$ cat src/border_histogram_binner_assert.svh
// Assertion macros shared by the border histogram binner modules.
`ifndef BORDER_HISTOGRAM_BINNER_ASSERT_SVH
`define BORDER_HISTOGRAM_BINNER_ASSERT_SVH

// Consequent must hold in the same cycle as the antecedent.
`define BHB_ASSERT_SAME(label, clk, rst_n, ante, cons, msg) \
    label: assert property (@(posedge clk) disable iff (!rst_n) (ante) |-> (cons)) \
        else $error(msg);

// Consequent must hold in the cycle after the antecedent.
`define BHB_ASSERT_NEXT(label, clk, rst_n, ante, cons, msg) \
    label: assert property (@(posedge clk) disable iff (!rst_n) (ante) |=> (cons)) \
        else $error(msg);

`endif

$ cat src/bhb_pkg.sv
// Shared types and constants of the border histogram binner.
package bhb_pkg;

    // Table sizes and the index widths that follow from them.
    localparam int MAX_BORDERS = 64;
    localparam int BIDX_W      = $clog2(MAX_BORDERS);
    localparam int CNT_W       = $clog2(MAX_BORDERS + 1);

    // Decoupling queue between the front and back parts.
    localparam int QUEUE_DEPTH = 4;
    localparam int QPTR_W      = $clog2(QUEUE_DEPTH);
    localparam int QCNT_W      = $clog2(QUEUE_DEPTH + 1);

    // Register file layout.
    localparam int REG_ADDR_W = 3;
    localparam int REG_IDX_W  = 1;
    localparam logic [REG_IDX_W-1:0] REG_BORDER_COUNT = '0;

    // Running sum limits.
    localparam logic signed [63:0] SUM_MAX = 64'sh7FFF_FFFF_FFFF_FFFF;
    localparam logic signed [63:0] SUM_MIN = 64'sh8000_0000_0000_0000;

    typedef enum logic [1:0] {
        ACT_ADD   = 2'd0,
        ACT_CLEAR = 2'd1,
        ACT_READ  = 2'd2,
        ACT_WRITE = 2'd3
    } t_action;

    // One classified word as it travels through the queue.
    typedef struct packed {
        t_action            action;
        logic signed [31:0] value;
        logic [5:0]         slot;
        logic               slot_ok;
    } t_item;

    // One result word.
    typedef struct packed {
        logic [31:0]        bin_count;
        logic               counted;
        logic [5:0]         landed_bin;
        logic signed [63:0] sum_of_samples;
        logic [31:0]        samples_seen;
    } t_result;

endpackage

$ cat src/bhb_front.sv
// Front part: accepts input words, classifies them and hands them to the queue.
module bhb_front (
    input  logic                i_clk,
    input  logic                i_rst_n,
    input  logic                i_valid,
    output logic                o_ready,
    input  logic [1:0]          i_action,
    input  logic signed [31:0]  i_value,
    input  logic [5:0]          i_slot,
    input  logic                i_q_full,
    output logic                o_push,
    output bhb_pkg::t_item      o_item
);

    logic           r_valid;
    bhb_pkg::t_item r_item;
    bhb_pkg::t_item w_item;
    logic           w_accept;

    // Decode the action and check the slot against the table depth.
    always_comb begin
        w_item.action  = bhb_pkg::t_action'(i_action);
        w_item.value   = i_value;
        w_item.slot    = i_slot;
        w_item.slot_ok = int'(i_slot) < bhb_pkg::MAX_BORDERS;
    end

    // The staged word moves on whenever the queue has room.
    assign o_push   = r_valid && !i_q_full;
    assign o_ready  = !r_valid || o_push;
    assign w_accept = i_valid && o_ready;
    assign o_item   = r_item;

    // Input stage register.
    always_ff @(posedge i_clk) begin
        if (!i_rst_n) begin
            r_valid <= 1'b0;
        end else if (w_accept) begin
            r_valid <= 1'b1;
        end else if (o_push) begin
            r_valid <= 1'b0;
        end
        if (w_accept) begin
            r_item <= w_item;
        end
    end

endmodule

$ cat config.mk
export PLATFORM = sky130hd
export DESIGN_NAME = bhb_front
export DESIGN_NICKNAME = d
export VERILOG_FILES = /design/src/border_histogram_binner_assert.svh /design/src/bhb_pkg.sv /design/src/bhb_front.sv
export SDC_FILE = /design/constraint.sdc
export NUM_CORES = 1
export LEC_CHECK = 0
export ABC_AREA = 1
export BUFFER_PORTS_ARGS = -buffer_cell sky130_fd_sc_hd__buf_2
export CAP_MARGIN = 20
export CORE_UTILIZATION = 35
export DETAILED_ROUTE_END_ITERATION = 16
export PLACE_DENSITY_LB_ADDON = 0.25
export SLEW_MARGIN = 20
export SYNTH_ARGS = -nofsm -noshare
export SYNTH_HDL_FRONTEND = slang
export SYNTH_SLANG_ARGS = --single-unit
$ cat constraint.sdc
create_clock -name i_clk -period 4.95 [get_ports i_clk]
set_clock_uncertainty 0.05 [all_clocks]
set_input_delay 0.2475 -clock i_clk [delete_from_list [all_inputs] [get_ports i_clk]]
set_output_delay 0.2475 -clock i_clk [all_outputs]
set_load 0.02 [all_outputs]
# After elaboration in Yosys (flattened, before gate mapping)
# Index checks and enable logic that the tools add are counted.
[totals] reg_bits=41 out_inout_bits=43 word_cells=12
[op_classes] mux=2 reduce_logical=6
[op_table] op="$logic_and 1x1->1" count=2
[op_table] op="$logic_not 1->1" count=2
[op_table] op="$mux 1" count=2
[op_table] op="$reduce_bool 2->1" count=1
[op_table] op="$logic_or 1x1->1" count=1

# Depth between registers and ports, before layout
# Gate-level depths: netlist of the first run.
[logic_depth] word_depth=5 depth_mapped=2 mapped_depth_nobuf=2

# Least setup slack after synthesis of the first run
# OpenSTA, ideal clock, no wires.
[synth_path] path_type="register -> register" from="reg r_valid" to="reg r_item, in the netlist o_item[10], enable pin" setup_time_ns=0.451 arrival_ns=2.292 t_required_ns=4.449 slack_ns=2.158 stages_incl_launch_ff=2 period_less_slack_ns=2.792 path_cell_list="dfxtp_1 -> a21oi_1"
[synth_between] elab_chain_len=3 word_cells_on_any_way=4
[synth_lines] element="start, declared" line_no="bhb_front.sv:15" rtl="logic r_valid;"
[synth_lines] element="start signal, assigned" line_no="bhb_front.sv:37" rtl="r_valid <= 1'b0;"
[synth_lines] element="start signal, assigned" line_no="bhb_front.sv:39" rtl="r_valid <= 1'b1;"
[synth_lines] element="start signal, assigned" line_no="bhb_front.sv:41" rtl="r_valid <= 1'b0;"
[synth_lines] element="$logic_not 1->1 or $logic_and 1x1->1 (tied branches)" line_no="bhb_front.sv:30, bhb_front.sv:29"
[synth_lines] element="$logic_or 1x1->1 *" line_no="bhb_front.sv:30" rtl="assign o_ready = !r_valid || o_push;"
[synth_lines] element="$logic_and 1x1->1 *" line_no="bhb_front.sv:31" rtl="assign w_accept = i_valid && o_ready;"
[synth_lines] element="net w_accept" line_no="bhb_front.sv:18" rtl="logic w_accept;"
[synth_lines] element="end signal, assigned" line_no="bhb_front.sv:44" rtl="r_item <= w_item;"
[synth_lines] element="end, declared" line_no="bhb_front.sv:16" rtl="bhb_pkg::t_item r_item;"
# The timed path passes the listed nets; every way through them passes the cells marked *.
# A chain may end at the register's enable or synchronous reset.

# Worst setup path in the final report of the first run
[layout_path] from="reg r_valid" to="reg r_item, in the netlist o_item[16], enable pin"
# Same word-level chain as after synthesis.

==> run_results.csv, run 1 <==
group,metric,value,unit
run_status,outcome,"complete, no violations",
setup_path,worstPathRequired,4.95,ns
power,vdd_ir_drop_max,0.187,mV
setup_path,r2r-start,"r_valid",
timing,grt_setup_unrepaired,"no",
detailed_routing,antenna_left,0,
synth,syn-num-nets,94,
setup_path,path_class,"register to register",
placement,gp_congestion,0.671,
finish,fin_util,54.1,%
timing,max_freq,0.658,GHz
floorplanning,core_area,3390,µm²
clocking,cts_resized,0,
detailed_routing,vias,768,
finish,area_delta_synth_final,44.6,%
detailed_routing,wl,1940,µm
global_route,antenna_found_initial,0,
power,seq_power_share,64.9,%
synth,syn_area,1270,µm²
clocking,hold_buffers,0,
finish,antenna_cells,0,
clocking,cts_tree,"built",
timing,setup_viol,0,
global_route,overflow,0,
clocking,clockBufferDepth,2,
finish,layout.nets,186,
finish,drive_above_1_share,67.1,%
clocking,cts-root-buf,"clkbuf_4",
synth,ys_ff_latch,41,
synth,synth_warnings,0,
global_route,first_global_vias,689,
clocking,cts.sinks,41,
timing,relSlewSlack,53.8,%
power,p_leak,0.800,nW
job,maxCapViolCount,0,
detailed_routing,wl_met1,764,µm
clocking,insertion_delay,0.32,ns
timing,setup_tns,0,ns
timing,max_slew.worst_pin.slew,0.692,ns
placement,dp_cells,180,
clocking,post_cts.repair.setup_buffers,0,
timing,slew_violations,0,
finish,instances_no_fill,189,
power,power.density,344,nW/µm²
floorplanning,dieWidth,62.2,µm
setup_path,r2r-end,"o_item[16]",
setup_path,crit_path_max_fanout,21,
setup_path,reg2regPathDepth,2,
detailed_routing,first_iter_violations,43,
floorplanning,die_h,62.2,µm
power,p_total,630,µW
setup_path,end_kind,"register",
global_route,track_usage,10.4,%
power,swShare,22.7,%
clocking,h-tree-depth,2,
floorplanning,rows,21,
detailed_routing,wl_met2,923,µm
hold_path,min_from,"i_slot[2]",
detailed_routing,detail_route.wl_per_cell,10.2,µm
synth,syn_avg_cell_area,25.3,µm²
timing,min_period,1.52,ns
finish,layout_commonest_cell,"buf_2",
detailed_routing,wl_met3,234,µm
setup_path,arrival,1.52,ns
power,intPower,487,µW
setup_path,endpoint,"o_item[16]",
floorplanning,start_util,37.4,%
synth,ys_types,9,
power,p_switching,143,µW
detailed_routing,drc,0,
timing,finalCritPeriodShare,30.7,%
synth,yosysSeqAreaShare,96.3,%
floorplanning,die-area,3870,µm²
global_route,grt_pass1_wl,2960,µm
hold_path,worst_hold_path_type,"input pin to register",
synth,synthCells,50,
clocking,clkTransAtPathRegs,0.11,ns
finish,final_cell_mix,"buf_2, edfxtp_1, clkbuf_4",
timing,hold_viol_final,0,
setup_path,start_kind,"register",
global_route,grt_max_degree,41,
detailed_routing,avgViaCountPerCell,4.06,
power,clkPwrFrac,23.4,%
clocking,cts_buffers,5,
placement,numPortBuffers,85,
floorplanning,io_pins,87,
setup_path,reg2reg_setup_slack,3.43,ns
detailed_routing,first_pass_iters,2,
power,combPwrFrac,11.7,%
placement,dp.final_hpwl,1450,µm
setup_path,crit_path_start,"r_valid",
detailed_routing,top_layer,"met4",
[critical path: stages, from the launching register on]
cell and delay (ns):
dfxtp_1 0.37, a21oi_4 0.58, buf_16 0.23
[how the worst min path moves through the flow]
stage / to / slack [ns] / cells past startpoint
3_5_place_dp: o_item[32] / 0.38 / 1
4_1_cts: o_item[18] / 0.01 / 1
6_report: o_item[3] / 0.03 / 1
2_1_floorplan: o_item[10] / 0.30 / 0
5_1_grt: o_item[37] / 0.003 / 1
3_3_place_gp: o_item[31] / 0.37 / 1
[registers in the layout, summed over array words and instances (netlist names)]
| register | flops |
|---|---|
| o_item | 40 |
| r_valid | 1 |
[synth_stat cells (all sizes together)]
master | n | area share, %
conb | 1 | 0.30
a21oi | 2 | 1.1
buf | 1 | 0.59
nor2 | 1 | 0.30
nand2 | 1 | 0.49
edfxtp | 40 | 95
inv | 3 | 0.89
dfxtp | 1 | 1.6
[cells by family after synthesis]
| family | Yosys count | synth area share [%] |
|---|---|---|
| flops | 41 | 96.3 |
| simple gates | 2 | 0.790 |
| other cells | 1 | 0.296 |
| compound gates | 2 | 1.09 |
| buf+inv | 4 | 1.48 |
[power groups by stage]
| stage | combinational, mW | sequential [mW] | clock, mW |
|---|---|---|---|
| 3_3_place_gp | 0.0710 | 0.417 | 0 |
| 2_1_floorplan | 0.00982 | 0.445 | 0 |
| 3_5_place_dp | 0.0716 | 0.418 | 0 |
| 6_report | 0.0738 | 0.409 | 0.147 |
| 5_1_grt | 0.0792 | 0.411 | 0.170 |
| 4_1_cts | 0.0718 | 0.410 | 0.157 |
[per-layer routing]
metal  GRT usage, %  vias up
met1           12.2      335
met5              0        -
met3           5.51        2
met4           4.36        0
li1               -      372
met2           16.1       59
[final cells by class]
type	instances	area [µm²]
fillers	271	1560
flip-flops and latches	41	1220
repair buffers	86	453
well taps	46	57.6
clock buffers	6	41.3
multi-input cells	5	38.8
inverters	3	11.3
clock inverters	2	10.0
[through the flow]
step	hold slack (ns)	worst slack, ns	area (µm²)
floorplan	0.296	2.16	1270
CTS	0.0145	3.19	1810
global route	0.00347	3.33	1830
global placement	0.374	3.21	1750
finish	0.0335	3.43	1830
detailed placement	0.376	3.17	1750
No activity file was read; power rests on OpenSTA's default activity.
==> run 2, diff against run 1 <==
--- a/config.mk
+++ b/config.mk
@@ -5,7 +5,7 @@
 export SDC_FILE = /design/constraint.sdc
 export NUM_CORES = 1
 export LEC_CHECK = 0
-export ABC_AREA = 1
+export ABC_AREA = 0
 export BUFFER_PORTS_ARGS = -buffer_cell sky130_fd_sc_hd__buf_2
 export CAP_MARGIN = 20
 export CORE_UTILIZATION = 35
==> constraint.sdc (replaced) <==
create_clock -name i_clk -period 1.4 [get_ports i_clk]
set_clock_uncertainty 0.05 [all_clocks]
set_input_delay 0.07 -clock i_clk [delete_from_list [all_inputs] [get_ports i_clk]]
set_output_delay 0.07 -clock i_clk [all_outputs]
set_load 0.02 [all_outputs]
==> run 2 against run 1 <==
Effect of this change: combinational power increased to 4.9 times the previous value; worst setup slack got worse by 3.3 ns; count of clock-buffer cells in the layout decreased by 1; power increased to 3.7 times the previous value; synthesized cell count decreased by 4.0%; maximum frequency increased by 21%; global-route usage increased by 4.5 points; die area decreased by 0.37%; non-clock buffer count increased by 43; wire length increased by 40%; sequential share of layout area decreased by 12 points; first-iteration DRC count decreased by 49%; critical path type unchanged; highest routed layer unchanged.
==> run_results.csv, run 2 <==
group,metric,value,unit
run_status,outcome,"complete, no violations",
clocking,clockBufferDepth,2,
hold_path,worst_hold_path_type,"input pin to register",
floorplanning,start_util,37.2,%
detailed_routing,wl,2710,µm
detailed_routing,avgViaCountPerCell,4.07,
finish,layout.nets,227,
timing,slew_violations,0,
finish,area_delta_synth_final,78.2,%
setup_path,end_kind,"register",
synth,synth_async_sr_flop_share,0,%
floorplanning,io_pins,87,
clocking,cts_tree,"built",
global_route,grt_pass1_wl,3750,µm
synth,synth_warnings,0,
global_route,antenna_found_initial,0,
job,maxCapViolCount,0,
placement,gp_congestion,0.677,
synth,synthCells,48,
timing,grt_setup_unrepaired,"no",
detailed_routing,first_iter_violations,22,
finish,antenna_cells,0,
finish,finalInstanceArea,2250,µm²
placement,numPortBuffers,85,
finish,largest_reg_flops,40,
timing,setup_viol,0,
detailed_routing,vias,932,
timing,max_freq,0.798,GHz
synth,ys_types,9,
detailed_routing,first_pass_iters,4,
clocking,h-tree-depth,2,
global_route,overflow,0,
synth,synth_edf_count,40,
floorplanning,dieWidth,62.1,µm
synth,syn_area,1260,µm²
setup_path,arrival,1.42,ns
synth,yosysSeqAreaShare,96.7,%
detailed_routing,antenna_left,0,
power,p_leak,0.968,nW
setup_path,crit_path_max_fanout,3,
global_route,track_usage,14.9,%
synth,yosysTopAreaCell,"edfxtp_1",
floorplanning,rows,21,
setup_path,start_kind,"register",
clocking,clkTransAtPathRegs,0.11,ns
clocking,cts_buffers,5,
finish,layout_commonest_cell,"buf_2",
setup_path,worstPathRequired,1.57,ns
global_route,first_global_vias,868,
timing,hold_viol_final,0,
detailed_routing,drc,0,
finish,final_cell_mix,"buf_2, dlygate4sd3_1, edfxtp_1",
floorplanning,die_h,62.1,µm
global_route,grt_max_degree,22,
synth,ys_ff_latch,41,
setup_path,path_class,"register to register",
placement,placed_cell_area,1780,µm²
clocking,cts.sinks,41,
synth,syn-num-nets,92,
synth,ys_top_cells_by_area,"edfxtp_1, dfxtp_1, and2b_2",
clocking,insertion_delay,0.32,ns
floorplanning,core_area,3390,µm²
synth,yosysMostFrequentCell,"edfxtp_1",
setup_path,cp_slowest_cell,"dlygate4sd3_1",
floorplanning,die-area,3850,µm²
power,power.density,1030,nW/µm²
setup_path,path_cells,"a21oi_1 -> nor2b_1 -> dlygate4sd3_1",
finish,drive_above_1_share,51.9,%
synth,syn_avg_cell_area,26.3,µm²
clocking,cts-root-buf,"clkbuf_4",
detailed_routing,detail_route.wl_per_cell,11.8,µm
timing,finalCritPeriodShare,89.5,%
power,vdd_ir_drop_max,0.652,mV
setup_path,max_stage_delay,0.55,ns
timing,setup_tns,0,ns
synth,synth.top_cell.area_share,95.1,%
timing,min_period,1.25,ns
synth,yosys_most_used_dff,"edfxtp_1",
## run 2: cell count changes after synthesis
cell and delta:
a21oi_2 -1, and2_1 +1, and2b_2 +1, inv_1 -3, nand2_1 +1, nand2_2 -1
nor2_1 -1, nor2b_1 +1
## run 2: kinds of logic (layout without fill, tap and decap cells)
family,Yosys count,after routing,share of synthesized area (%)
and+or+nand+nor,4,4,1.98
DFF,41,41,96.7
AOI/OAI and AO/OA,1,1,0.396
buffers and inverters,1,136,0.595
other,1,1,0.297
## run 2: layout make-up
class                           instances  area [µm²]
Tap cell                               46        57.6
Clock inverter                          2        11.3
Timing Repair Buffer                  129         886
Clock buffer                            5        37.5
Sequential cell                        41        1220
Multi-Input combinational cell          6        36.3
Fill cell                             259        1140
## run 2: final timing paths
kind	from	endpoint	slack (ns)	cells after the start
worst max register to register	r_valid	r_valid	0.15	3
worst min register to register	r_valid	o_item[33]	0.84	3
worst max-delay path	r_valid	r_valid	0.15	3
worst min-delay path	i_valid	o_item[33]	0.24	3
## run 2: repair_timing
item	in CTS	in global routing
setup buffers	0	0
hold buffers	42	0
endpoints found under the setup margin	0	0
endpoints found under the hold margin	41	0
resized for setup	0	0
## run 2: report_power, final
part | internal, mW | switching, mW
Sequential | 1.43 | 0.0159
Clock | 0.181 | 0.337
Combinational | 0.183 | 0.179
Total | 1.79 | 0.533
## run 2: routing by layer
metal	wire (µm)	track usage [%]
met1	997	14.6
met2	1400	25.5
met3	285	8.49
met4	19	6.67
met5	0	0
## run 2: per-stage QoR
| stage | setup slack [ns] | hold WS (ns) | cells | utilization, % | power (mW) |
|---|---|---|---|---|---|
| after CTS | 0.197 | 0.216 | 229 | 66.4 | 2.35 |
| after global placement | 0.349 | 0.197 | 180 | 52.5 | 1.74 |
| after floorplan | 0.0916 | 0.119 | 48 | - | 1.60 |
| after detailed placement | 0.323 | 0.198 | 180 | 52.5 | 1.75 |
| final | 0.147 | 0.241 | 229 | 66.4 | 2.33 |
| after global routing | 0.0916 | 0.225 | 229 | 66.4 | 2.44 |
## run 2: worst max-delay path: cells and delay by family (launching register included)
kind | cells | cell delay (ns)
buffers and inverters | 1 | 0.55
DFF | 1 | 0.34
AOI/OAI and AO/OA | 1 | 0.14
and+or+nand+nor | 1 | 0.06
