### src/border_histogram_binner_assert.svh
// Assertion macros shared by the border histogram binner modules.
`ifndef BORDER_HISTOGRAM_BINNER_ASSERT_SVH
`define BORDER_HISTOGRAM_BINNER_ASSERT_SVH

// Consequent must hold in the same cycle as the antecedent.
`define BHB_ASSERT_SAME(label, clk, rst_n, ante, cons, msg) \
    label: assert property (@(posedge clk) disable iff (!rst_n) (ante) |-> (cons)) \
        else $error(msg);

// Consequent must hold in the cycle after the antecedent.
`define BHB_ASSERT_NEXT(label, clk, rst_n, ante, cons, msg) \
    label: assert property (@(posedge clk) disable iff (!rst_n) (ante) |=> (cons)) \
        else $error(msg);

`endif

### src/bhb_pkg.sv
// Shared types and constants of the border histogram binner.
package bhb_pkg;

    // Table sizes and the index widths that follow from them.
    localparam int MAX_BORDERS = 64;
    localparam int BIDX_W      = $clog2(MAX_BORDERS);
    localparam int CNT_W       = $clog2(MAX_BORDERS + 1);

    // Decoupling queue between the front and back parts.
    localparam int QUEUE_DEPTH = 4;
    localparam int QPTR_W      = $clog2(QUEUE_DEPTH);
    localparam int QCNT_W      = $clog2(QUEUE_DEPTH + 1);

    // Register file layout.
    localparam int REG_ADDR_W = 3;
    localparam int REG_IDX_W  = 1;
    localparam logic [REG_IDX_W-1:0] REG_BORDER_COUNT = '0;

    // Running sum limits.
    localparam logic signed [63:0] SUM_MAX = 64'sh7FFF_FFFF_FFFF_FFFF;
    localparam logic signed [63:0] SUM_MIN = 64'sh8000_0000_0000_0000;

    typedef enum logic [1:0] {
        ACT_ADD   = 2'd0,
        ACT_CLEAR = 2'd1,
        ACT_READ  = 2'd2,
        ACT_WRITE = 2'd3
    } t_action;

    // One classified word as it travels through the queue.
    typedef struct packed {
        t_action            action;
        logic signed [31:0] value;
        logic [5:0]         slot;
        logic               slot_ok;
    } t_item;

    // One result word.
    typedef struct packed {
        logic [31:0]        bin_count;
        logic               counted;
        logic [5:0]         landed_bin;
        logic signed [63:0] sum_of_samples;
        logic [31:0]        samples_seen;
    } t_result;

endpackage

### src/bhb_queue.sv
// Short queue of classified words between the front and back parts.
`include "border_histogram_binner_assert.svh"

module bhb_queue (
    input  logic           i_clk,
    input  logic           i_rst_n,
    input  logic           i_push,
    input  bhb_pkg::t_item i_item,
    output logic           o_full,
    input  logic           i_pop,
    output logic           o_valid,
    output bhb_pkg::t_item o_item
);

    bhb_pkg::t_item                r_mem [bhb_pkg::QUEUE_DEPTH];
    logic [bhb_pkg::QPTR_W-1:0]    r_wr;
    logic [bhb_pkg::QPTR_W-1:0]    r_rd;
    logic [bhb_pkg::QCNT_W-1:0]    r_count;

    assign o_full  = r_count == bhb_pkg::QCNT_W'(bhb_pkg::QUEUE_DEPTH);
    assign o_valid = r_count != '0;
    assign o_item  = r_mem[r_rd];

    // Pointers and fill level.
    always_ff @(posedge i_clk) begin
        if (!i_rst_n) begin
            r_wr    <= '0;
            r_rd    <= '0;
            r_count <= '0;
        end else begin
            if (i_push) begin
                r_wr <= (r_wr == bhb_pkg::QPTR_W'(bhb_pkg::QUEUE_DEPTH - 1)) ? '0 : r_wr + 1'b1;
            end
            if (i_pop) begin
                r_rd <= (r_rd == bhb_pkg::QPTR_W'(bhb_pkg::QUEUE_DEPTH - 1)) ? '0 : r_rd + 1'b1;
            end
            if (i_push && !i_pop) begin
                r_count <= r_count + 1'b1;
            end else if (i_pop && !i_push) begin
                r_count <= r_count - 1'b1;
            end
        end
    end

    // Entry storage.
    always_ff @(posedge i_clk) begin
        if (i_push) begin
            r_mem[r_wr] <= i_item;
        end
    end

    `BHB_ASSERT_SAME(a_no_push_full, i_clk, i_rst_n, i_push, !o_full, "push into a full queue")
    `BHB_ASSERT_SAME(a_no_pop_empty, i_clk, i_rst_n, i_pop, r_count != '0, "pop from an empty queue")
    `BHB_ASSERT_NEXT(a_push_grows, i_clk, i_rst_n, i_push && !i_pop, r_count == $past(r_count) + 1'b1, "fill level did not grow on push")

endmodule

### config.mk
export PLATFORM = sky130hd
export DESIGN_NAME = bhb_queue
export DESIGN_NICKNAME = d
export VERILOG_FILES = /design/src/bhb_pkg.sv /design/src/bhb_queue.sv
export VERILOG_INCLUDE_DIRS = /design/src /design/src/src
export SDC_FILE = /design/constraint.sdc
export NUM_CORES = 1
export LEC_CHECK = 0
export BUFFER_PORTS_ARGS = -buffer_cell sky130_fd_sc_hd__clkbuf_2
export CAP_MARGIN = 20
export CORE_ASPECT_RATIO = 0.75
export CORE_MARGIN = 2
export CORE_UTILIZATION = 50
export DETAILED_ROUTE_END_ITERATION = 10
export PLACE_DENSITY_LB_ADDON = 0.1
export SLEW_MARGIN = 20
export SYNTH_ARGS = -nofsm -noshare
export SYNTH_HDL_FRONTEND = slang
export SYNTH_SLANG_ARGS = --single-unit
### constraint.sdc
create_clock -name i_clk -period 5.8 [get_ports i_clk]
set_clock_uncertainty 0.2 [all_clocks]
set_input_delay 0.29 -clock i_clk [delete_from_list [all_inputs] [get_ports i_clk]]
set_output_delay 0.29 -clock i_clk [all_outputs]
set_load 0.005 [all_outputs]
# Word level (Yosys, flattened, before mapping)
# Memories as Yosys holds them, arrays and structs flattened. A register that Yosys moved wholly into a read port is not among the register bits.
# Index checks and enable logic that the tools add are counted.
[op_classes]
n_addsub = 4
eq_ne = 3
mux = 8
n_reduce_logical = 6
[op_table]
columns = ["operator", "n"]
rows = [
  ["$mux 2", 4],
  ["$mux 3", 2],
  ["$add 2x1->2 const B", 2],
  ["$eq 2x2->1 const B", 2],
  ["$add 3x1->3 const B", 1],
  ["$eq 3x3->1 const B", 1],
  ["$reduce_bool 3->1", 1],
  ["$sub 3x1->3 const B", 1],
  ["$logic_and 1x1->1", 2],
  ["$logic_not 1->1", 2],
  ["$mux 1", 2],
  ["$reduce_bool 2->1", 1],
]
[totals]
ff_bits = 7
ram_bits = 164
input_bits = 45
out_inout_bits = 43
wordCells = 25
memories = 1
[memory_table]
columns = ["memory", "words", "width", "read_ports", "rd_clocked_by_memory_dff", "write_ports", "line", "source"]
rows = [
  ["r_mem", 4, 41, 1, 1, 1, "bhb_queue.sv:15", "bhb_pkg::t_item r_mem [bhb_pkg::QUEUE_DEPTH];"],
]

# Longest topological paths before layout
# Gate-level depths: netlist of run 1.
[depth]
word_depth = 4
mapped_depth = 7
ltp_nobuf = 7

# Worst setup path before layout of run 1
# No wires, ideal clock.
[synth_path]
path_type = "flip-flop to flip-flop"
start = "register r_wr[0] in the netlist's numbering"
end = "memory r_mem[3][0] in the netlist's numbering, enable pin"
setup_time_ps = 402
t_arrival_ps = 1541
required_time_ps = 5198
slack_ps = 3657
path_stages_with_launch = 3
n_path_buf = 0
period_less_slack_ps = 2143
cell_sequence = "dfxtp_1 -> ha_1 -> and2_1"
[synth_rtl]
columns = ["item", "line", "source"]
rows = [
  ["from (decl)", "bhb_queue.sv:16", "logic [bhb_pkg::QPTR_W-1:0] r_wr;"],
  ["from (signal assigned)", "bhb_queue.sv:32", "r_wr <= (r_wr == bhb_pkg::QPTR_W'(bhb_pkg::QUEUE_DEPTH - 1)) ? '0 : r_wr + 1'b1;"],
  ["to (decl)", "bhb_queue.sv:15", ""],
]
# Straight into the memory's write port.

==> results.json, run 1 <==
{
  "vias_per_cell": 5.116,
  "tightest_slew_ns": 0.8302,
  "reg2reg_setup_slack_ns": 3.96,
  "highest_layer": "met4",
  "io_buffers": 87,
  "cts_buffers": 17,
  "tritoncts": "done",
  "yosys_warnings": 0,
  "place_inst": 506,
  "rows": 35,
  "die_h_um": 102.2,
  "clock_latency_ns": 0.42,
  "grt_overflow": 0,
  "antenna_found_initial": 0,
  "cp-end-kind": "output pin",
  "synth_cells": 259,
  "grt_max_degree": 42,
  "track_usage_pct": 17.21,
  "p_leak_nw": 2.792,
  "cp-start-kind": "flop",
  "totalWireLength_um": 11020,
  "fmax_mhz": 380.2,
  "r2r_start": "r_wr[0]$_SDFFE_PN0P_",
  "ff2ff_path_depth": 4,
  "crit_required_ns": 5.31,
  "fillers": 862,
  "hp-start": "i_pop",
  "grt_pass1_vias": 3014,
  "cts_resized": 0,
  "post-route-min-period_ns": 2.630,
  "wire_per_inst_um": 19.00,
  "crit_arrival_ns": 2.14,
  "num_vias": 2967,
  "cts.sinks": 173,
  "synth_cell_type_count": 23,
  "drt_pass1_iterations": 4,
  "powerDensity_mw_per_mm2": 353.2,
  "status": "completed",
  "finalPower_w": 0.002830,
  "synth_area_mm2": 0.006426,
  "finalHoldViolations": 0,
  "grt_setup_unrepaired": "false",
  "drive_above_1_share_pct": 40.34,
  "core_mm2": 0.01239,
  "grt_pass1_wl_um": 16910,
  "antenna_left": 0,
  "post_cts_buffers": 0,
  "slew_viol_final": 0,
  "final_util_pct": 64.65,
  "cap_violations": 0,
  "critical_path_class": "flop to output pin",
  "drc": 0,
  "gp_congestion": 0.6646,
  "finalCritPeriodShare_pct": 45.35,
  "relSlewSlack_pct": 44.65,
  "die_area_mm2": 0.01378,
  "mostFrequentLayoutCell": "edfxtp_1",
  "whs_path_depth": 3,
  "postSynthAreaPerCell_um2": 24.81,
  "clockRootBuffer": "clkbuf_16",
  "setup_viol": 0,
  "dp_slack_ns": 3.523,
  "nets": 453,
  "wl_met1_um": 5032,
  "ys_seq_elements": 173,
  "tns_ns": 0,
  "antenna_cells_inserted": 0,
  "area_growth_pct": 24.69,
  "ios": 88,
  "dr_wl_met3_um": 629,
  "setup_ws_ns": 3.170,
  "ir_drop_mv": 0.2395,
  "fin_cells": 580,
  "min_to": "r_rd[1]$_SDFFE_PN0P_",
  "mostFrequentLayoutCells": "edfxtp_1 (164), clkbuf_2 (87), dlygate4sd3_1 (42)",
  "critPathMaxFanout": 41,
  "cts_buffer_depth": 2,
  "hold_class": "primary input to flop",
  "drt_iter0_drc": 226,
  "die_w_um": 134.9,
  "start_util_pct": 51.85,
  "clkTransAtPathRegs_ns": 0.06,
  "htreeDepth": 4,
  "syn-num-nets": 311,
  "ys_seq_area_share_pct": 79.44,
  "routed-wl-met2_um": 5200,
  "hpwl_um": 6020,
  "r2r-end": "r_mem[2][18]$_DFFE_PP_"
}
[flip-flops by register name, summed over array words and instances, names as in the netlist, named ones only]
name	count
r_count	3
r_rd	2
r_wr	2
r_mem	164
[repair_timing]
action                                  in CTS  in global routing
hold buffers                                42                  0
endpoints found under the setup margin       0                  0
hold endpoints to repair                   171                  0
[through the flow]
step	hold slack, ns	instance area (um^2)
after CTS	0.02026	8010
after global placement	0.2806	6994
after global routing	0.03727	8013
final	0.02679	8013
after detailed placement	0.3000	6994
after floorplan	0.1889	6426
[cells by family (layout without fill, tap and decap cells)]
kind of cell / Yosys count / in the layout / synth area share, %
mux: 45 / 45 / 15.05
buf+inv: 14 / 169 / 2.025
compound gates: 3 / 3 / 0.3115
flops: 173 / 173 / 79.44
simple gates: 15 / 15 / 1.421
fa+ha+maj: 7 / 7 / 1.480
xor+xnor: 2 / 2 / 0.2726
[per-layer routing]
layer	global-route usage (%)	vias up
met3	6.597	14
met5	0	-
met4	5.830	0
li1	-	1373
met1	23.17	1506
met2	26.32	74
[worst max path at each step]
stage / start / endpoint / slack (ns) / depth (start not counted)
floorplan: r_wr[0]$_SDFFE_PN0P_ / r_mem[3][0]$_DFFE_PP_ / 3.66 / 2
global route: flop / o_item[21] / 2.97 / 2
detailed placement: flop / o_item[21] / 3.52 / 2
global placement: flop / o_item[21] / 3.57 / 2
finish: flop / o_item[21] / 3.17 / 2
CTS: flop / o_item[21] / 3.07 / 2
[cell usage after synthesis]
cell type / number / area [um^2]
buf_12: 4 / 80.08
nor2_1: 1 / 3.750
xnor2_1: 1 / 8.760
or3_1: 2 / 12.51
buf_6: 1 / 11.26
nor3_1: 1 / 5.000
o21a_1: 1 / 7.510
nor3b_1: 1 / 7.510
mux2i_1: 4 / 40.04
xor2_1: 1 / 8.760
mux4_1: 1 / 26.28
buf_1: 1 / 3.750
nor2b_1: 5 / 31.28
dfxtp_1: 9 / 180.2
inv_1: 4 / 15.01
a21boi_0: 1 / 7.510
edfxtp_1: 164 / 4925
and2_1: 5 / 31.28
ha_1: 6 / 75.07
buf_2: 4 / 20.02
o21ai_0: 1 / 5.000
fa_1: 1 / 20.02
mux4_2: 40 / 900.9
[final cells by class]
cell class / count / area, um^2 / area share [%]
tap: 166 / 207.7 / 2.592
clock buffer: 18 / 429.2 / 5.356
sequential: 173 / 5112 / 63.80
multi-input combinational: 72 / 1196 / 14.93
inverter: 4 / 15.01 / 0.1874
timing repair buffer: 133 / 885.9 / 11.06
clock inverter: 14 / 166.4 / 2.077
[critical path, stage by stage (launching register included)]
cell,delay (ns)
dfxtp_4,0.90
mux4_1,0.68
clkbuf_2,0.13
[report_power, final]
group	total (W)	internal, W	switching (W)
clock network	0.00115	0.000679	0.000467
logic	0.000219	0.000124	0.0000945
registers	0.00147	0.00143	0.0000372
total	0.00283	0.00223	0.000598
Power figures use the tool's default switching activity.
==> run 2, diff against run 1 <==
==> constraint.sdc (replaced) <==
create_clock -name i_clk -period 2.55 [get_ports i_clk]
set_clock_uncertainty 0.2 [all_clocks]
set_input_delay 0.1275 -clock i_clk [delete_from_list [all_inputs] [get_ports i_clk]]
set_output_delay 0.1275 -clock i_clk [all_outputs]
set_load 0.005 [all_outputs]
==> results.json, run 2 (synthesis results as in run 1) <==
{
  "r2r_start": "r_wr[0]$_SDFFE_PN0P_",
  "crit_arrival_ns": 1.94,
  "io_buffers": 87,
  "critPathMaxFanout": 16,
  "crit_required_ns": 2.22,
  "mostFrequentLayoutCells": "edfxtp_1 (164), clkbuf_2 (87), dlygate4sd3_1 (45)",
  "die_h_um": 102.2,
  "clock_latency_ns": 0.41,
  "antenna_left": 0,
  "p_leak_nw": 2.862,
  "reg_top3": "r_mem x164, r_count x3",
  "grt_max_degree": 31,
  "r2r-end": "r_mem[0][11]$_DFFE_PP_",
  "setup_viol": 0,
  "die_area_mm2": 0.01378,
  "area_growth_pct": 27.12,
  "setup_ws_ns": 0.2859,
  "ios": 88,
  "endpoint": "o_item[6]",
  "ir_drop_mv": 0.5007,
  "vias_per_cell": 5.146,
  "fillers": 825,
  "crit_chain": "buf_4, mux4_2, clkbuf_2",
  "cts_buffers": 17,
  "drt_iter0_drc": 144,
  "drc": 0,
  "drt_pass1_iterations": 4,
  "final_util_pct": 65.92,
  "crit_family": "flip-flops",
  "crit_buf_inv": 2,
  "tritoncts": "done",
  "grt_setup_unrepaired": "false",
  "largest_register_ffs": 164,
  "grt_overflow": 0,
  "rows": 35,
  "post-route-min-period_ns": 2.264,
  "wire_per_inst_um": 18.29,
  "ff2ff_path_depth": 4,
  "cap_violations": 0,
  "nets": 461,
  "regMostFlops": "r_mem",
  "cp-end-kind": "output pin",
  "fmax_mhz": 441.7,
  "gp_congestion": 0.7323,
  "reg2reg_setup_slack_ns": 0.73,
  "powerDensity_mw_per_mm2": 792.7,
  "place_inst": 511,
  "dp_slack_ns": 0.6686,
  "clkTransAtPathRegs_ns": 0.07,
  "antenna_cells_inserted": 0,
  "start_util_pct": 51.85,
  "mostFrequentLayoutCell": "edfxtp_1",
  "status": "completed",
  "cts.sinks": 173,
  "crit_path_top_delay_cell": "dfxtp_4",
  "num_vias": 3026,
  "antenna_found_initial": 0,
  "totalWireLength_um": 10750,
  "grt_pass1_vias": 3140,
  "relSlewSlack_pct": 66.82,
  "clockRootBuffer": "clkbuf_16",
  "slew_viol_final": 0,
  "max_stage_delay_ns": 0.56,
  "finalHoldViolations": 0,
  "hold_slack_ns": 0.2741,
  "grt_pass1_wl_um": 16880,
  "track_usage_pct": 17.25,
  "cp.depth": 3,
  "fin_cells": 588,
  "tns_ns": 0,
  "cp-start-kind": "flop",
  "critical_path_class": "flop to output pin",
  "htreeDepth": 4,
  "core_mm2": 0.01239,
  "hpwl_um": 6485,
  "finalCritPeriodShare_pct": 88.79,
  "tightest_slew_ns": 0.4977,
  "hold_class": "primary input to flop",
  "cts_buffer_depth": 2,
  "die_w_um": 134.9,
  "drive_above_1_share_pct": 40.76
}
==> run 2: stage by stage <==
stage	cell area [um^2]	power, W
floorplan	6426	0.003645
global placement	7107	0.003864
detailed placement	7107	0.003879
CTS	8169	0.006555
global route	8169	0.006714
finish	8169	0.006475
==> run 2: worst min-delay path by stage <==
stage	from	to	slack [ns]	depth (start not counted)
after global routing	i_item[29]	r_mem[3][29]$_DFFE_PP_	0.27	2
final	i_item[25]	r_mem[2][25]$_DFFE_PP_	0.27	2
after global placement	i_item[5]	r_mem[2][5]$_DFFE_PP_	0.15	1
after detailed placement	i_item[16]	r_mem[1][16]$_DFFE_PP_	0.15	1
after floorplan	i_item[0]	r_mem[0][0]$_DFFE_PP_	0.03	0
after CTS	i_item[34]	r_mem[3][34]$_DFFE_PP_	0.25	2
==> run 2: cell type report <==
cell class / count / area [um^2] / share of cell area (%)
tap: 166 / 207.7 / 2.543
multi-input combinational: 72 / 1196 / 14.64
inverter: 4 / 15.01 / 0.1838
timing repair buffer: 141 / 1028 / 12.59
sequential: 173 / 5110 / 62.55
clock buffer: 18 / 429.2 / 5.253
clock inverter: 14 / 182.7 / 2.236
==> run 2: power by group <==
group / total, W / leakage, nW / switching [W] / internal, W
sequential: 0.00331 / 1.58 / 0.0000565 / 0.00325
clock: 0.00261 / 0.295 / 0.00105 / 0.00156
combinational: 0.000555 / 0.985 / 0.000247 / 0.000308
total: 0.00648 / 2.86 / 0.00136 / 0.00512
==> run 2: repair_timing <==
item,CTS,global route
resized for setup,0,0
setup endpoints to repair,0,0
hold buffers,45,0
setup buffers,0,0
endpoints found under the hold margin,173,0
==> run 2: routing by layer <==
metal  vias up  GRT usage [%]  wire length (um)
met2        88          26.90              5118
met4         0          7.287               100
met3         9          5.655               720
met1      1528          22.79              4812
li1       1401              -                 -
met5         -              0                 0
==> run 3, diff against run 2 <==
==> constraint.sdc (replaced) <==
create_clock -name i_clk -period 2.59 [get_ports i_clk]
set_clock_uncertainty 0.2 [all_clocks]
set_input_delay 0.1295 -clock i_clk [delete_from_list [all_inputs] [get_ports i_clk]]
set_output_delay 0.1295 -clock i_clk [all_outputs]
set_load 0.005 [all_outputs]
==> results.json, run 3 (synthesis results as in run 1) <==
{
  "regArea_mm2": 0.005110,
  "tns_ns": 0,
  "finalCritPeriodShare_pct": 85.24,
  "track_usage_pct": 17.51,
  "num_vias": 3063,
  "totalWireLength_um": 11120,
  "cap_violations": 0,
  "grt_max_degree": 42,
  "mostFrequentLayoutCells": "edfxtp_1 (164), clkbuf_2 (87), dlygate4sd3_1 (44)",
  "relSlewSlack_pct": 72.83,
  "status": "completed",
  "wire_per_inst_um": 19.00,
  "grt_overflow": 0,
  "crit_required_ns": 2.26,
  "hpwl_um": 6565,
  "start_util_pct": 51.85,
  "cts_buffer_depth": 2,
  "area_growth_pct": 26.25,
  "crit_arrival_ns": 1.88,
  "hp-start": "i_item[5]",
  "ir_drop_mv": 0.4907,
  "critPathMaxFanout": 12,
  "nets": 458,
  "whs_path_depth": 2,
  "reg_top3": "r_mem x164, r_count x3",
  "drive_above_1_share_pct": 41.05,
  "hold_class": "primary input to flop",
  "antenna_cells_inserted": 0,
  "core_mm2": 0.01239,
  "ios": 88,
  "cp-end-kind": "output pin",
  "clock_latency_ns": 0.41,
  "finalPower_w": 0.006226,
  "drt_pass1_iterations": 4,
  "reg2reg_setup_slack_ns": 0.80,
  "p_leak_nw": 2.825,
  "final_util_pct": 65.46,
  "hold_slack_ns": 0.2728,
  "clkTransAtPathRegs_ns": 0.07,
  "fillers": 820,
  "grt_pass1_vias": 3225,
  "r2r_start": "r_wr[0]$_SDFFE_PN0P_",
  "htreeDepth": 4,
  "fmax_mhz": 452.9,
  "rows": 35,
  "setup_viol": 0,
  "antenna_left": 0,
  "vias_per_cell": 5.236,
  "tightest_slew_ns": 0.4075,
  "die_w_um": 134.9,
  "drc": 0,
  "post_cts_buffers": 0,
  "clockRootBuffer": "clkbuf_16",
  "multi_input_area_mm2": 0.001196,
  "largest_register_ffs": 164,
  "gp_congestion": 0.7588,
  "ff2ff_path_depth": 4,
  "antenna_found_initial": 0,
  "grt_pass1_wl_um": 17520,
  "cp-start-kind": "flop",
  "cts_buffers": 17,
  "grt_setup_unrepaired": "false",
  "die_area_mm2": 0.01378,
  "powerDensity_mw_per_mm2": 767.4,
  "die_h_um": 102.2,
  "r2r-end": "r_mem[0][12]$_DFFE_PP_",
  "min_to": "r_mem[2][5]$_DFFE_PP_",
  "drt_iter0_drc": 168,
  "critical_path_class": "flop to output pin",
  "tritoncts": "done",
  "finalHoldViolations": 0,
  "io_buffers": 87,
  "mostFrequentLayoutCell": "edfxtp_1",
  "regMostFlops": "r_mem",
  "slew_viol_final": 0,
  "post-route-min-period_ns": 2.208,
  "cts.sinks": 173
}
## run 3: stage by stage
stage          setup WS, ns  instance area, um^2  instances
2_1_floorplan        0.4465                 6426        259
3_3_place_gp         0.7836                 7092        509
3_5_place_dp         0.7416                 7092        509
4_1_cts              0.3300                 8113        585
5_1_grt              0.2532                 8113        585
6_report             0.3822                 8113        585
## run 3: area by class of cell
class / instances / share of cell area [%]
Clock buffer: 20 / 5.753
Clock inverter: 12 / 1.403
Inverter: 4 / 0.1851
Multi-Input combinational cell: 72 / 14.74
Sequential cell: 173 / 62.99
Tap cell: 166 / 2.560
Timing Repair Buffer: 138 / 12.37
## run 3: how the worst max path moves through the flow
| stage | startpoint | to | slack (ns) | depth (start not counted) |
|---|---|---|---|---|
| 2_1_floorplan | r_wr[0]$_SDFFE_PN0P_ | r_mem[3][0]$_DFFE_PP_ | 0.45 | 2 |
| 3_3_place_gp | flop | o_item[6] | 0.78 | 3 |
| 3_5_place_dp | i_pop | r_count[2]$_SDFFE_PN0P_ | 0.74 | 8 |
| 4_1_cts | flop | o_item[13] | 0.33 | 3 |
| 5_1_grt | flop | o_item[13] | 0.25 | 3 |
| 6_report | flop | o_item[6] | 0.38 | 3 |
## run 3: where the power goes
group | switching, W | internal, W
combinational | 0.000257 | 0.000300
sequential | 0.0000457 | 0.00320
clock | 0.00102 | 0.00141
total | 0.00132 | 0.00490
## run 3: worst max-delay path, stage by stage (launching register included)
cell	delay (ns)
dfxtp_4	0.49
buf_4	0.30
mux4_2	0.54
clkbuf_2	0.13
## run 3: timing repair
action | 4_1_cts | 5_1_grt
hold buffers | 44 | 0
endpoints found under the hold margin | 173 | 0
resized for setup | 0 | 0
## run 3: layer usage
metal	up-vias	global-route usage [%]	routed length (um)
met5	-	0	0
met4	0	7.126	105
met3	13	5.853	741
met2	78	27.96	5452
met1	1586	22.62	4815
li1	1386	-	-
